<file path="src/design/gtbt_pkg.sv">
`timescale 1ns / 1ps

package gtbt_pkg;

    // Coordinate width, 1/1000 mm signed
    localparam int unsigned COORD_W = 32;

    typedef logic signed [COORD_W-1:0] coord_t;

    localparam coord_t VAL_MAX = {1'b0, {(COORD_W-1){1'b1}}};
    localparam coord_t VAL_MIN = {1'b1, {(COORD_W-1){1'b0}}};

    // Configuration register indexes
    localparam int unsigned CFG_IDX_W = 3;

    localparam logic [CFG_IDX_W-1:0] CFG_RECORD_MODE   = 3'd0;
    localparam logic [CFG_IDX_W-1:0] CFG_Z_LIMIT       = 3'd1;
    localparam logic [CFG_IDX_W-1:0] CFG_REGION_ENABLE = 3'd2;
    localparam logic [CFG_IDX_W-1:0] CFG_REGION_X_LOW  = 3'd3;
    localparam logic [CFG_IDX_W-1:0] CFG_REGION_X_HIGH = 3'd4;
    localparam logic [CFG_IDX_W-1:0] CFG_REGION_Y_LOW  = 3'd5;
    localparam logic [CFG_IDX_W-1:0] CFG_REGION_Y_HIGH = 3'd6;

    // Record modes; the unused code behaves as MODE_ALL
    localparam logic [1:0] MODE_ALL     = 2'd0;
    localparam logic [1:0] MODE_DEPOSIT = 2'd1;
    localparam logic [1:0] MODE_ZONE    = 2'd2;

    typedef struct packed {
        logic [1:0] record_mode;
        coord_t     z_limit;
        logic       region_enable;
        coord_t     region_x_low;
        coord_t     region_x_high;
        coord_t     region_y_low;
        coord_t     region_y_high;
    } cfg_t;

    // One move after the state-independent decode
    typedef struct packed {
        logic   action;
        logic   position_ok;
        coord_t pos_x;
        coord_t pos_y;
        coord_t pos_z;
        coord_t pos_e;
        coord_t start_x;
        coord_t start_y;
        coord_t start_z;
        logic   in_region;
        logic   above_zone;
        logic   extrudes;
        logic   moves_forward;
    } move_info_t;

    // Update strobes for one axis
    typedef struct packed {
        logic clear;
        logic take_end;
        logic take_start;
    } axis_ctl_t;

    // pos - step, exact in one extra bit, then clamped to the coordinate range
    function automatic coord_t start_point(coord_t pos, coord_t step);
        logic signed [COORD_W:0] diff;
        diff = {pos[COORD_W-1], pos} - {step[COORD_W-1], step};
        if (diff[COORD_W] != diff[COORD_W-1])
            return diff[COORD_W] ? VAL_MIN : VAL_MAX;
        else
            return diff[COORD_W-1:0];
    endfunction

endpackage

</file>
<file path="src/design/gated_toolpath_bounds_tracker_core.sv">
`timescale 1ns / 1ps

// Channel   Handshake               Payload
// move      move_valid/move_stall   action, position_ok, pos_x..pos_e, step_x..step_e
// bounds    bounds_valid/bounds_stall  x_low..e_top, deposit_started
// cfg       cfg_valid/cfg_ready     cfg_index, cfg_data
//
// One move per cycle while move_stall is low; a taken beat goes to the input register,
// then to the bound registers, which also hold the result on the outputs.
// The bound registers update only when a result leaves its slot, so a stall
// on bounds holds the state and backs up into move_stall.
// Reset clears the bounds to empty, both flags and all configuration to 0.
// cfg_ready is always high; writes are expected while the block is idle.

module gated_toolpath_bounds_tracker_core
(
    input  logic                               clk,
    input  logic                               rst_n,
    // move channel
    input  logic                               move_valid,
    output logic                               move_stall,
    input  logic                               action,
    input  logic                               position_ok,
    input  gtbt_pkg::coord_t                   pos_x,
    input  gtbt_pkg::coord_t                   pos_y,
    input  gtbt_pkg::coord_t                   pos_z,
    input  gtbt_pkg::coord_t                   pos_e,
    input  gtbt_pkg::coord_t                   step_x,
    input  gtbt_pkg::coord_t                   step_y,
    input  gtbt_pkg::coord_t                   step_z,
    input  gtbt_pkg::coord_t                   step_e,
    // bounds channel
    output logic                               bounds_valid,
    input  logic                               bounds_stall,
    output gtbt_pkg::coord_t                   x_low,
    output gtbt_pkg::coord_t                   x_top,
    output gtbt_pkg::coord_t                   y_low,
    output gtbt_pkg::coord_t                   y_top,
    output gtbt_pkg::coord_t                   z_low,
    output gtbt_pkg::coord_t                   z_top,
    output gtbt_pkg::coord_t                   e_low,
    output gtbt_pkg::coord_t                   e_top,
    output logic                               deposit_started,
    // configuration write channel
    input  logic                               cfg_valid,
    output logic                               cfg_ready,
    input  logic [gtbt_pkg::CFG_IDX_W-1:0]     cfg_index,
    input  logic [gtbt_pkg::COORD_W-1:0]       cfg_data
);

    gtbt_pkg::cfg_t       cfg_reg;
    gtbt_pkg::move_info_t prep_info;
    gtbt_pkg::move_info_t s1_reg;
    logic                 s1_valid_reg;
    logic                 s1_valid_next;
    logic                 out_valid_reg;
    logic                 out_valid_next;
    logic                 out_free;
    logic                 fire;
    logic                 load;
    logic                 started_reg;
    logic                 started_next;
    logic                 ignored_reg;
    logic                 ignored_next;
    logic                 record;
    gtbt_pkg::axis_ctl_t  ctl_xyz;
    gtbt_pkg::axis_ctl_t  ctl_e;

    // Configuration registers
    assign cfg_ready = 1'b1;

    always_ff @(posedge clk or negedge rst_n)
    begin
        if (!rst_n)
        begin
            cfg_reg <= '0;
        end
        else if (cfg_valid && cfg_ready)
        begin
            unique case (cfg_index)
                gtbt_pkg::CFG_RECORD_MODE:   cfg_reg.record_mode   <= cfg_data[1:0];
                gtbt_pkg::CFG_Z_LIMIT:       cfg_reg.z_limit       <= cfg_data;
                gtbt_pkg::CFG_REGION_ENABLE: cfg_reg.region_enable <= cfg_data[0];
                gtbt_pkg::CFG_REGION_X_LOW:  cfg_reg.region_x_low  <= cfg_data;
                gtbt_pkg::CFG_REGION_X_HIGH: cfg_reg.region_x_high <= cfg_data;
                gtbt_pkg::CFG_REGION_Y_LOW:  cfg_reg.region_y_low  <= cfg_data;
                gtbt_pkg::CFG_REGION_Y_HIGH: cfg_reg.region_y_high <= cfg_data;
                default:                     ;
            endcase
        end
    end

    // State-independent decode of the incoming beat
    gtbt_move_prep u_prep
    (
        .cfg         (cfg_reg),
        .action      (action),
        .position_ok (position_ok),
        .pos_x       (pos_x),
        .pos_y       (pos_y),
        .pos_z       (pos_z),
        .pos_e       (pos_e),
        .step_x      (step_x),
        .step_y      (step_y),
        .step_z      (step_z),
        .step_e      (step_e),
        .info        (prep_info)
    );

    // Pipeline handshake
    assign out_free       = !out_valid_reg || !bounds_stall;
    assign fire           = s1_valid_reg && out_free;
    assign move_stall     = s1_valid_reg && !out_free;
    assign load           = move_valid && !move_stall;
    assign s1_valid_next  = load || (s1_valid_reg && !fire);
    assign out_valid_next = fire || (out_valid_reg && bounds_stall);

    always_ff @(posedge clk or negedge rst_n)
    begin
        if (!rst_n)
        begin
            s1_valid_reg  <= 1'b0;
            out_valid_reg <= 1'b0;
            started_reg   <= 1'b0;
            ignored_reg   <= 1'b0;
        end
        else
        begin
            s1_valid_reg  <= s1_valid_next;
            out_valid_reg <= out_valid_next;
            started_reg   <= started_next;
            ignored_reg   <= ignored_next;
        end
    end

    always_ff @(posedge clk)
    begin
        if (load)
            s1_reg <= prep_info;
    end

    // Gating: clear, ignore rectangle, record mode
    always_comb
    begin
        ctl_xyz      = '0;
        ctl_e        = '0;
        started_next = started_reg;
        ignored_next = ignored_reg;
        record       = 1'b0;
        if (fire)
        begin
            if (!s1_reg.action)
            begin
                ctl_xyz.clear = 1'b1;
                ctl_e.clear   = 1'b1;
                started_next  = 1'b0;
                ignored_next  = 1'b0;
            end
            else if (s1_reg.position_ok)
            begin
                ctl_e.take_end = 1'b1;
                if (s1_reg.in_region)
                begin
                    ignored_next = 1'b1;
                end
                else
                begin
                    unique case (cfg_reg.record_mode)
                        gtbt_pkg::MODE_DEPOSIT:
                        begin
                            started_next = started_reg
                                         || (s1_reg.extrudes && s1_reg.moves_forward);
                            record = started_next && s1_reg.extrudes;
                        end
                        gtbt_pkg::MODE_ZONE: record = !s1_reg.above_zone;
                        default:             record = 1'b1;
                    endcase
                    if (record)
                    begin
                        ctl_xyz.take_end   = 1'b1;
                        ctl_xyz.take_start = !ignored_reg;
                        ignored_next       = 1'b0;
                    end
                end
            end
        end
    end

    // Bound registers, which also serve as the result register
    gtbt_axis_bounds u_axis_x
    (
        .clk       (clk),
        .rst_n     (rst_n),
        .ctl       (ctl_xyz),
        .end_val   (s1_reg.pos_x),
        .start_val (s1_reg.start_x),
        .low       (x_low),
        .top       (x_top)
    );

    gtbt_axis_bounds u_axis_y
    (
        .clk       (clk),
        .rst_n     (rst_n),
        .ctl       (ctl_xyz),
        .end_val   (s1_reg.pos_y),
        .start_val (s1_reg.start_y),
        .low       (y_low),
        .top       (y_top)
    );

    gtbt_axis_bounds u_axis_z
    (
        .clk       (clk),
        .rst_n     (rst_n),
        .ctl       (ctl_xyz),
        .end_val   (s1_reg.pos_z),
        .start_val (s1_reg.start_z),
        .low       (z_low),
        .top       (z_top)
    );

    // extruder has no start point; take_start stays low
    gtbt_axis_bounds u_axis_e
    (
        .clk       (clk),
        .rst_n     (rst_n),
        .ctl       (ctl_e),
        .end_val   (s1_reg.pos_e),
        .start_val (s1_reg.pos_e),
        .low       (e_low),
        .top       (e_top)
    );

    assign bounds_valid    = out_valid_reg;
    assign deposit_started = started_reg;

    // Bounds hold while a result is stalled
    a_hold_on_stall: assert property (
        @(posedge clk) disable iff (!rst_n)
        (bounds_valid && bounds_stall)
        |=> ($stable(x_low) && $stable(z_top) && $stable(e_low) && $stable(deposit_started))
    ) else $error("bounds changed while result stalled");

    // A clear beat leaves empty bounds and no flags
    a_clear_empties: assert property (
        @(posedge clk) disable iff (!rst_n)
        (fire && !s1_reg.action)
        |=> (x_low == gtbt_pkg::VAL_MAX && x_top == gtbt_pkg::VAL_MIN
             && e_low == gtbt_pkg::VAL_MAX && !deposit_started && !ignored_reg)
    ) else $error("clear beat did not empty the bounds");

    // Bounds are either empty or ordered
    a_bounds_ordered: assert property (
        @(posedge clk) disable iff (!rst_n)
        ((x_low <= x_top) || (x_low == gtbt_pkg::VAL_MAX && x_top == gtbt_pkg::VAL_MIN))
        && ((e_low <= e_top) || (e_low == gtbt_pkg::VAL_MAX && e_top == gtbt_pkg::VAL_MIN))
    ) else $error("bounds out of order");

    // Deposition flag is only raised in deposition mode
    a_started_mode: assert property (
        @(posedge clk) disable iff (!rst_n)
        $rose(deposit_started) |-> ($past(cfg_reg.record_mode) == gtbt_pkg::MODE_DEPOSIT)
    ) else $error("deposit flag raised outside deposition mode");

endmodule

</file>
<file path="src/design/gtbt_move_prep.sv">
`timescale 1ns / 1ps

module gtbt_move_prep
(
    input  gtbt_pkg::cfg_t       cfg,
    input  logic                 action,
    input  logic                 position_ok,
    input  gtbt_pkg::coord_t     pos_x,
    input  gtbt_pkg::coord_t     pos_y,
    input  gtbt_pkg::coord_t     pos_z,
    input  gtbt_pkg::coord_t     pos_e,
    input  gtbt_pkg::coord_t     step_x,
    input  gtbt_pkg::coord_t     step_y,
    input  gtbt_pkg::coord_t     step_z,
    input  gtbt_pkg::coord_t     step_e,
    output gtbt_pkg::move_info_t info
);

    logic signed [gtbt_pkg::COORD_W:0] z_start_wide;
    logic signed [gtbt_pkg::COORD_W:0] z_limit_wide;
    logic signed [gtbt_pkg::COORD_W:0] xy_sum;

    // Exact Z start and XY travel, one bit wider than a coordinate
    assign z_start_wide = {pos_z[gtbt_pkg::COORD_W-1], pos_z}
                        - {step_z[gtbt_pkg::COORD_W-1], step_z};
    assign z_limit_wide = {cfg.z_limit[gtbt_pkg::COORD_W-1], cfg.z_limit};
    assign xy_sum       = {step_x[gtbt_pkg::COORD_W-1], step_x}
                        + {step_y[gtbt_pkg::COORD_W-1], step_y};

    always_comb
    begin
        info.action        = action;
        info.position_ok   = position_ok;
        info.pos_x         = pos_x;
        info.pos_y         = pos_y;
        info.pos_z         = pos_z;
        info.pos_e         = pos_e;
        info.start_x       = gtbt_pkg::start_point(pos_x, step_x);
        info.start_y       = gtbt_pkg::start_point(pos_y, step_y);
        info.start_z       = gtbt_pkg::start_point(pos_z, step_z);
        // ignore rectangle, inclusive on all edges
        info.in_region     = cfg.region_enable
                           && (pos_x >= cfg.region_x_low) && (pos_x <= cfg.region_x_high)
                           && (pos_y >= cfg.region_y_low) && (pos_y <= cfg.region_y_high);
        // both ends of the move above the zone
        info.above_zone    = (pos_z > cfg.z_limit) && (z_start_wide > z_limit_wide);
        info.extrudes      = (step_e > 0);
        info.moves_forward = (xy_sum > 0);
    end

endmodule

</file>
<file path="src/design/gtbt_axis_bounds.sv">
`timescale 1ns / 1ps

module gtbt_axis_bounds
(
    input  logic                clk,
    input  logic                rst_n,
    input  gtbt_pkg::axis_ctl_t ctl,
    input  gtbt_pkg::coord_t    end_val,
    input  gtbt_pkg::coord_t    start_val,
    output gtbt_pkg::coord_t    low,
    output gtbt_pkg::coord_t    top
);

    gtbt_pkg::coord_t min_reg;
    gtbt_pkg::coord_t min_next;
    gtbt_pkg::coord_t max_reg;
    gtbt_pkg::coord_t max_next;
    gtbt_pkg::coord_t min_mid;
    gtbt_pkg::coord_t max_mid;

    // Fold in the end point, then the start point
    always_comb
    begin
        min_mid = (ctl.take_end && (end_val < min_reg)) ? end_val : min_reg;
        max_mid = (ctl.take_end && (end_val > max_reg)) ? end_val : max_reg;
        min_next = (ctl.take_start && (start_val < min_mid)) ? start_val : min_mid;
        max_next = (ctl.take_start && (start_val > max_mid)) ? start_val : max_mid;
        if (ctl.clear)
        begin
            min_next = gtbt_pkg::VAL_MAX;
            max_next = gtbt_pkg::VAL_MIN;
        end
    end

    always_ff @(posedge clk or negedge rst_n)
    begin
        if (!rst_n)
        begin
            min_reg <= gtbt_pkg::VAL_MAX;
            max_reg <= gtbt_pkg::VAL_MIN;
        end
        else
        begin
            min_reg <= min_next;
            max_reg <= max_next;
        end
    end

    assign low = min_reg;
    assign top = max_reg;

endmodule

</file>
<file path="config.mk">
export PLATFORM = sky130hd
export DESIGN_NAME = gated_toolpath_bounds_tracker_core
export DESIGN_NICKNAME = d
export VERILOG_FILES = /design/src/design/gtbt_pkg.sv /design/src/design/gated_toolpath_bounds_tracker_core.sv /design/src/design/gtbt_move_prep.sv /design/src/design/gtbt_axis_bounds.sv
export SDC_FILE = /design/constraint.sdc
export NUM_CORES = 2
export LEC_CHECK = 0
export BUFFER_PORTS_ARGS = -buffer_cell sky130_fd_sc_hd__buf_2
export CAP_MARGIN = 20
export CORE_ASPECT_RATIO = 0.75
export CORE_MARGIN = 3
export CORE_UTILIZATION = 40
export DETAILED_ROUTE_END_ITERATION = 16
export GPL_ROUTABILITY_DRIVEN = 0
export PLACE_DENSITY = 0.65
export SLEW_MARGIN = 20
export SYNTH_ARGS = -nofsm -noshare
export SYNTH_HDL_FRONTEND = slang
export SYNTH_SLANG_ARGS = --single-unit
</file>
<file path="constraint.sdc">
create_clock -name clk -period 18.9 [get_ports clk]
set_input_delay 2.835 -clock clk [delete_from_list [all_inputs] [get_ports clk]]
set_output_delay 2.835 -clock clk [all_outputs]
set_load 0.05 [all_outputs]
</file>
Word-level counts from Yosys, hierarchy flattened
Cells that the tools add are included.
{"block": "totals", "regBits": 653, "in_bits": 298, "elab_cells": 172}
{"block": "op_classes", "add_sub_neg": 4, "magnitude_cmp": 22, "n_eq_ne": 15, "n_mux": 50, "reduce_logical": 49}
{"cell": "$mux 32", "n": 28}
{"cell": "$gt 32x32->1", "n": 8}
{"cell": "$lt 32x32->1", "n": 7}
{"cell": "$sub 32x32->33", "n": 3}
{"cell": "$ge 32x32->1", "n": 2}
{"cell": "$le 32x32->1", "n": 2}
{"cell": "$add 32x32->33", "n": 1}
{"cell": "$gt 33x1->1 const B", "n": 1}
{"cell": "$gt 33x32->1", "n": 1}
{"cell": "$gt 32x1->1 const B", "n": 1}
{"cell": "$logic_and 1x1->1", "n": 26}
{"cell": "$mux 1", "n": 15}
{"cell": "$reduce_and 2->1", "n": 7}
{"cell": "$mux 2", "n": 5}
{"cell": "$eq 3x3->1 const B", "n": 3}
{"cell": "$logic_not 1->1", "n": 7}
{"cell": "$eq 3x2->1 const B", "n": 2}
{"cell": "$logic_or 1x1->1", "n": 4}
{"cell": "$ne 2x2->1 const B", "n": 2}
{"cell": "$reduce_and 4->1", "n": 1}
{"cell": "$reduce_bool 2->1", "n": 2}
{"cell": "$eq 3x1->1 const B", "n": 1}
{"cell": "$logic_not 3->1", "n": 1}
{"cell": "$mux 3", "n": 1}
{"cell": "other kinds (7)", "n": 9}

Logic depth before layout (Yosys ltp)
{"block": "depth", "depth_word": 19, "ltp_mapped": 27}

By module
From an unflattened synthesis, not the netlist that was laid out.
{"block": "hier_totals", "cells_unflattened": 5554, "hier_area_um2": 53746.5}
{"module": "gtbt_move_prep", "instances": 1, "cells_each": 1957, "area_each_um2": 14039.7, "seq_area_each_um2": 0.0}
{"module": "gated_toolpath_bounds_tracker_core", "instances": 1, "cells_each": 617, "area_each_um2": 13300.3, "seq_area_each_um2": 11085.6}
{"module": "gtbt_axis_bounds at u_axis_y", "instances": 1, "cells_each": 792, "area_each_um2": 6835.3, "seq_area_each_um2": 1641.6}
{"module": "gtbt_axis_bounds at u_axis_z", "instances": 1, "cells_each": 757, "area_each_um2": 6760.2, "seq_area_each_um2": 1641.6}
{"module": "gtbt_axis_bounds at u_axis_x", "instances": 1, "cells_each": 716, "area_each_um2": 6413.7, "seq_area_each_um2": 1641.6}
{"module": "gtbt_axis_bounds at u_axis_e", "instances": 1, "cells_each": 715, "area_each_um2": 6397.4, "seq_area_each_um2": 1641.6}

Worst setup path after synthesis
Ideal clock, no wire load.
{"block": "synth_timing", "path_type": "input-to-reg", "from": "input port bounds_stall", "to": "register s1_reg[0] in the netlist's numbering, enable pin", "t_arrival_ns": 8.212, "setup_slack_ns": 10.067, "stages": 2, "n_path_buf": 0, "path_cell_list": "nand3_1 > and2_1"}
{"block": "synth_via", "elab_chain_cells": 6}
{"item": "start: declaration", "line": "gated_toolpath_bounds_tracker_core.sv:34", "rtl": "input logic bounds_stall,"}
{"item": "$logic_not 1->1", "line": "gated_toolpath_bounds_tracker_core.sv:111", "rtl": "assign out_free = !out_valid_reg || !bounds_stall;"}
{"item": "$logic_or 1x1->1", "line": "gated_toolpath_bounds_tracker_core.sv:111"}
{"item": "$logic_not 1->1", "line": "gated_toolpath_bounds_tracker_core.sv:113", "rtl": "assign move_stall = s1_valid_reg && !out_free;"}
{"item": "$logic_and 1x1->1", "line": "gated_toolpath_bounds_tracker_core.sv:113"}
{"item": "$logic_not 1->1", "line": "gated_toolpath_bounds_tracker_core.sv:114", "rtl": "assign load = move_valid && !move_stall;"}
{"item": "$logic_and 1x1->1", "line": "gated_toolpath_bounds_tracker_core.sv:114"}
{"item": "via load", "line": "gated_toolpath_bounds_tracker_core.sv:60", "rtl": "logic load;"}
{"item": "end signal: assignment", "line": "gated_toolpath_bounds_tracker_core.sv:139", "rtl": "s1_reg <= prep_info;"}
{"item": "end: declaration", "line": "gated_toolpath_bounds_tracker_core.sv:53", "rtl": "gtbt_pkg::move_info_t s1_reg;"}
The timed path passes the listed nets, and every way through them passes these cells.
A chain may end at the register's enable or synchronous reset.

Worst setup path in the final report
{"block": "layout_timing", "from": "input port bounds_stall", "to": "register u_axis_z.min_reg[23] (netlist: u_axis_z.low[23])"}
{"block": "layout_via", "elab_chain_cells": 10}
{"item": "$logic_not 1->1 (*)", "line": "gated_toolpath_bounds_tracker_core.sv:111"}
{"item": "$logic_or 1x1->1 (*)", "line": "gated_toolpath_bounds_tracker_core.sv:111"}
{"item": "$logic_and 1x1->1 (*)", "line": "gated_toolpath_bounds_tracker_core.sv:112", "rtl": "assign fire = s1_valid_reg && out_free;"}
{"item": "$mux 3 (*)", "line": "gated_toolpath_bounds_tracker_core.sv:150", "rtl": "if (fire)"}
{"item": "$logic_and 1x1->1", "line": "gtbt_axis_bounds.sv:24", "rtl": "min_mid = (ctl.take_end && (end_val < min_reg)) ? end_val : min_reg;"}
{"item": "$mux 32", "line": "gtbt_axis_bounds.sv:24"}
{"item": "$lt 32x32->1", "line": "gtbt_axis_bounds.sv:26", "rtl": "min_next = (ctl.take_start && (start_val < min_mid)) ? start_val : min_mid;"}
{"item": "$logic_and 1x1->1", "line": "gtbt_axis_bounds.sv:26"}
{"item": "$mux 32", "line": "gtbt_axis_bounds.sv:26"}
{"item": "$mux 32 (*)", "line": "gtbt_axis_bounds.sv:28", "rtl": "if (ctl.clear)"}
{"item": "via u_axis_z.min_next[23]", "line": "gtbt_axis_bounds.sv:15", "rtl": "gtbt_pkg::coord_t min_next;"}
{"item": "end signal: assignment", "line": "gtbt_axis_bounds.sv:39", "rtl": "min_reg <= gtbt_pkg::VAL_MAX;"}
{"item": "end signal: assignment", "line": "gtbt_axis_bounds.sv:44", "rtl": "min_reg <= min_next;"}
{"item": "end: declaration", "line": "gtbt_axis_bounds.sv:14", "rtl": "gtbt_pkg::coord_t min_reg;"}
The timed path passes the listed nets; every way through them passes the cells marked *.

==> out/results.ini <==
[min_path]
min_path_type = reg -> reg

[routing]
ant_nets = 0
drt-wirelength-per-cell_um = 23.1
drc = 0
drt-vias-per-instance = 5.62
drt-initial-drc-count = 3599
routed_wl_um = 167000
first_pass_iters = 6
via_count = 40554

[floorplanning]
die_w_um = 408
rows = 109
die_h_um = 307
initial_core_util = 0.407
io_pins = 558
die_area_um2 = 125000
core_um2 = 119000

[yosys]
synth-main-ff-cell = dfrtp_1
async_flop_share = 0.648
syn_area_um2 = 48400
synth_area_leaders = ha_1, dfrtp_1, edfxtp_1
yosysTopAreaCell = ha_1
synth_nets = 6065
synth_cell_types = 93
synth_top_area_frac = 0.197
synthCells = 4999
synth_edf_count = 230
ys_seq_area_frac = 0.364
avgSynthCellArea_um2 = 9.69
yosysWarnings = 0
yosys_register_bits = 653

[placement]
portBuffers = 556
placed_area_um2 = 53000
dp_cells = 7058
hpwl_um = 132000

[power]
finalPower_w = 0.00599
peakVddDrop_v = 0.0000801
p_per_area_nw_per_um2 = 108
leakage_nw = 26.7

[cells_and_area]
instances_no_fill = 7218
finalInstanceArea_um2 = 55700
mostFrequentLayoutCell = ha_1
layout.nets = 6593
synthToLayoutAreaGrowth_pct = 14.9
largest_reg_flops = 230
final_cell_mix = ha_1, inv_1, buf_2, a21oi_1, nand2_1
drive_gt1_frac = 0.181

[status]
status = completed

[clock_tree]
ctsHtreeMaxLevel = 3
cts_hold_buf = 0
cts_buffers = 76
clk_path_buf_depth = 3
clock-sinks = 653
cts_resized = 0
cts_setup_buffers = 0
insertion_delay_ns = 0.67
cts_tree = done
clk_pin_slew_worst_paths_ns = 0.06
root_buffer = clkbuf_16

[global_routing]
grt_max_degree = 97
grt_pass1_vias = 38552
overflow = 0
antenna_found_initial = 52
grtUsageTotal = 0.260
grt_first_pass_wirelength_um = 248000

[timing]
tns_ns = 0
grt_setup_unrepaired = false
tightest_slew_ns = 1.16
relSlewSlack = 0.217
period_share = 0.459
hold_viol = 0
timing.fmax_mhz = 115
finalSetupViolCount = 0
skew_ns = 0.0245
final_max_slew_viol_count = 0
period_minus_slack_ns = 8.67

[worst_setup_path]
crit_type = in -> reg
critPathRequiredTime_ns = 19.50
cp-start-kind = input port
cp-end-kind = flip-flop
cp_max_fo = 35
cp.arrival_ns = 9.28

[run]
maxCapViolations = 0

-- cell families (layout without fill, tap and decap cells) --
family,Yosys count,after routing,synth area share
other cells,1,20,0.0000774
flops,653,653,0.364
buf+inv,764,1355,0.0610
fa+ha+maj,792,792,0.204
mux,423,423,0.0925
simple gates,1029,1029,0.104
xor+xnor,95,95,0.0172
compound gates,1242,1242,0.157
-- report_power, final --
part | internal, W | total [W] | switching [W]
registers | 0.00179 | 0.00203 | 0.000246
clock network | 0.000903 | 0.00155 | 0.000647
logic | 0.000853 | 0.00241 | 0.00155
-- layout make-up --
type | instances | area (µm²)
Clock buffer | 102 | 2200
Tap cell | 1609 | 2010
Fill cell | 11395 | 63300
Multi-Input combinational cell | 3582 | 27900
Sequential cell | 653 | 17700
Timing Repair Buffer | 592 | 3080
Clock inverter | 39 | 392
Antenna cell | 19 | 47.5
Inverter | 622 | 2330
-- synthesized netlist by cell type, types with 8 or more instances --
master and number:
nor3_1 60, nand3_1 53, o21ai_1 82, maj3_1 24
dfstp_2 128, and2_1 9, nor3b_1 15, and3_1 19
mux2i_1 230, o2111ai_1 8, o21bai_1 15, nand2_1 311
nand2b_1 59, nand4_1 140, a221oi_1 9, a31oi_1 81
or3_1 8, a211o_1 9, nor2b_1 60, a211oi_1 21
dfrtp_1 295, nor2_1 229, clkbuf_1 99, ha_1 764
o31a_1 10, a21o_1 207, mux2_2 135, inv_1 620
xor2_1 36, buf_2 33, a21boi_0 9, edfxtp_1 230
o211ai_1 19, xnor2_1 59, a21oi_1 369, o21a_1 43
a2111oi_0 14, mux2_1 57, nor4_1 27, o21ai_0 271
o31ai_1 16
-- through the flow --
step	setup slack [ns]	hold slack [ns]	util
CTS	10.31	0.499	0.467
finish	10.23	0.498	0.468
global placement	9.72	0.487	0.445
detailed placement	9.63	0.490	0.446
global route	9.76	0.511	0.468
floorplan	10.07	0.470	-
-- worst max-delay path, cell delays in order --
cell       delay, ns
buf_2           0.11
nand2_1         0.11
and2_1          0.26
nand3_1         0.21
nor3_1          0.83
nand2b_1        0.20
mux2i_4         0.17
buf_4           0.50
mux2i_1         0.31
ha_1            0.28
a21o_1          0.18
a21o_1          0.16
a21oi_1         0.17
o21ai_1         0.09
a2111oi_0       0.43
a21oi_1         0.09
a211oi_1        0.61
nand3_1         0.15
o211ai_1        0.52
buf_4           0.49
mux2_2          0.39
nand2_1         0.07
-- worst paths after layout --
path,startpoint,to,slack (ns),depth (start not counted)
worst max-delay path,bounds_stall,u_axis_z.low[23],10.23,22
worst min-delay path,u_axis_e.low[1],u_axis_e.low[1],0.50,2
worst max register to register,u_axis_x.top[31],u_axis_x.top[6],10.75,23
worst min register to register,u_axis_e.low[1],u_axis_e.low[1],0.50,2
max in group asynchronous,rst_n,cfg_reg[17],14.31,4
min in group asynchronous,rst_n,u_axis_x.top[3],2.12,1
-- metal layers --
layer / part of all wire / up-vias / GRT usage
met5: 0.0016 / - / 0
met4: 0.030 / 38 / 0.0751
met3: 0.086 / 293 / 0.0667
met2: 0.42 / 1463 / 0.386
met1: 0.46 / 19645 / 0.371
li1: - / 19115 / -
(Power assumes the default switching activity.)
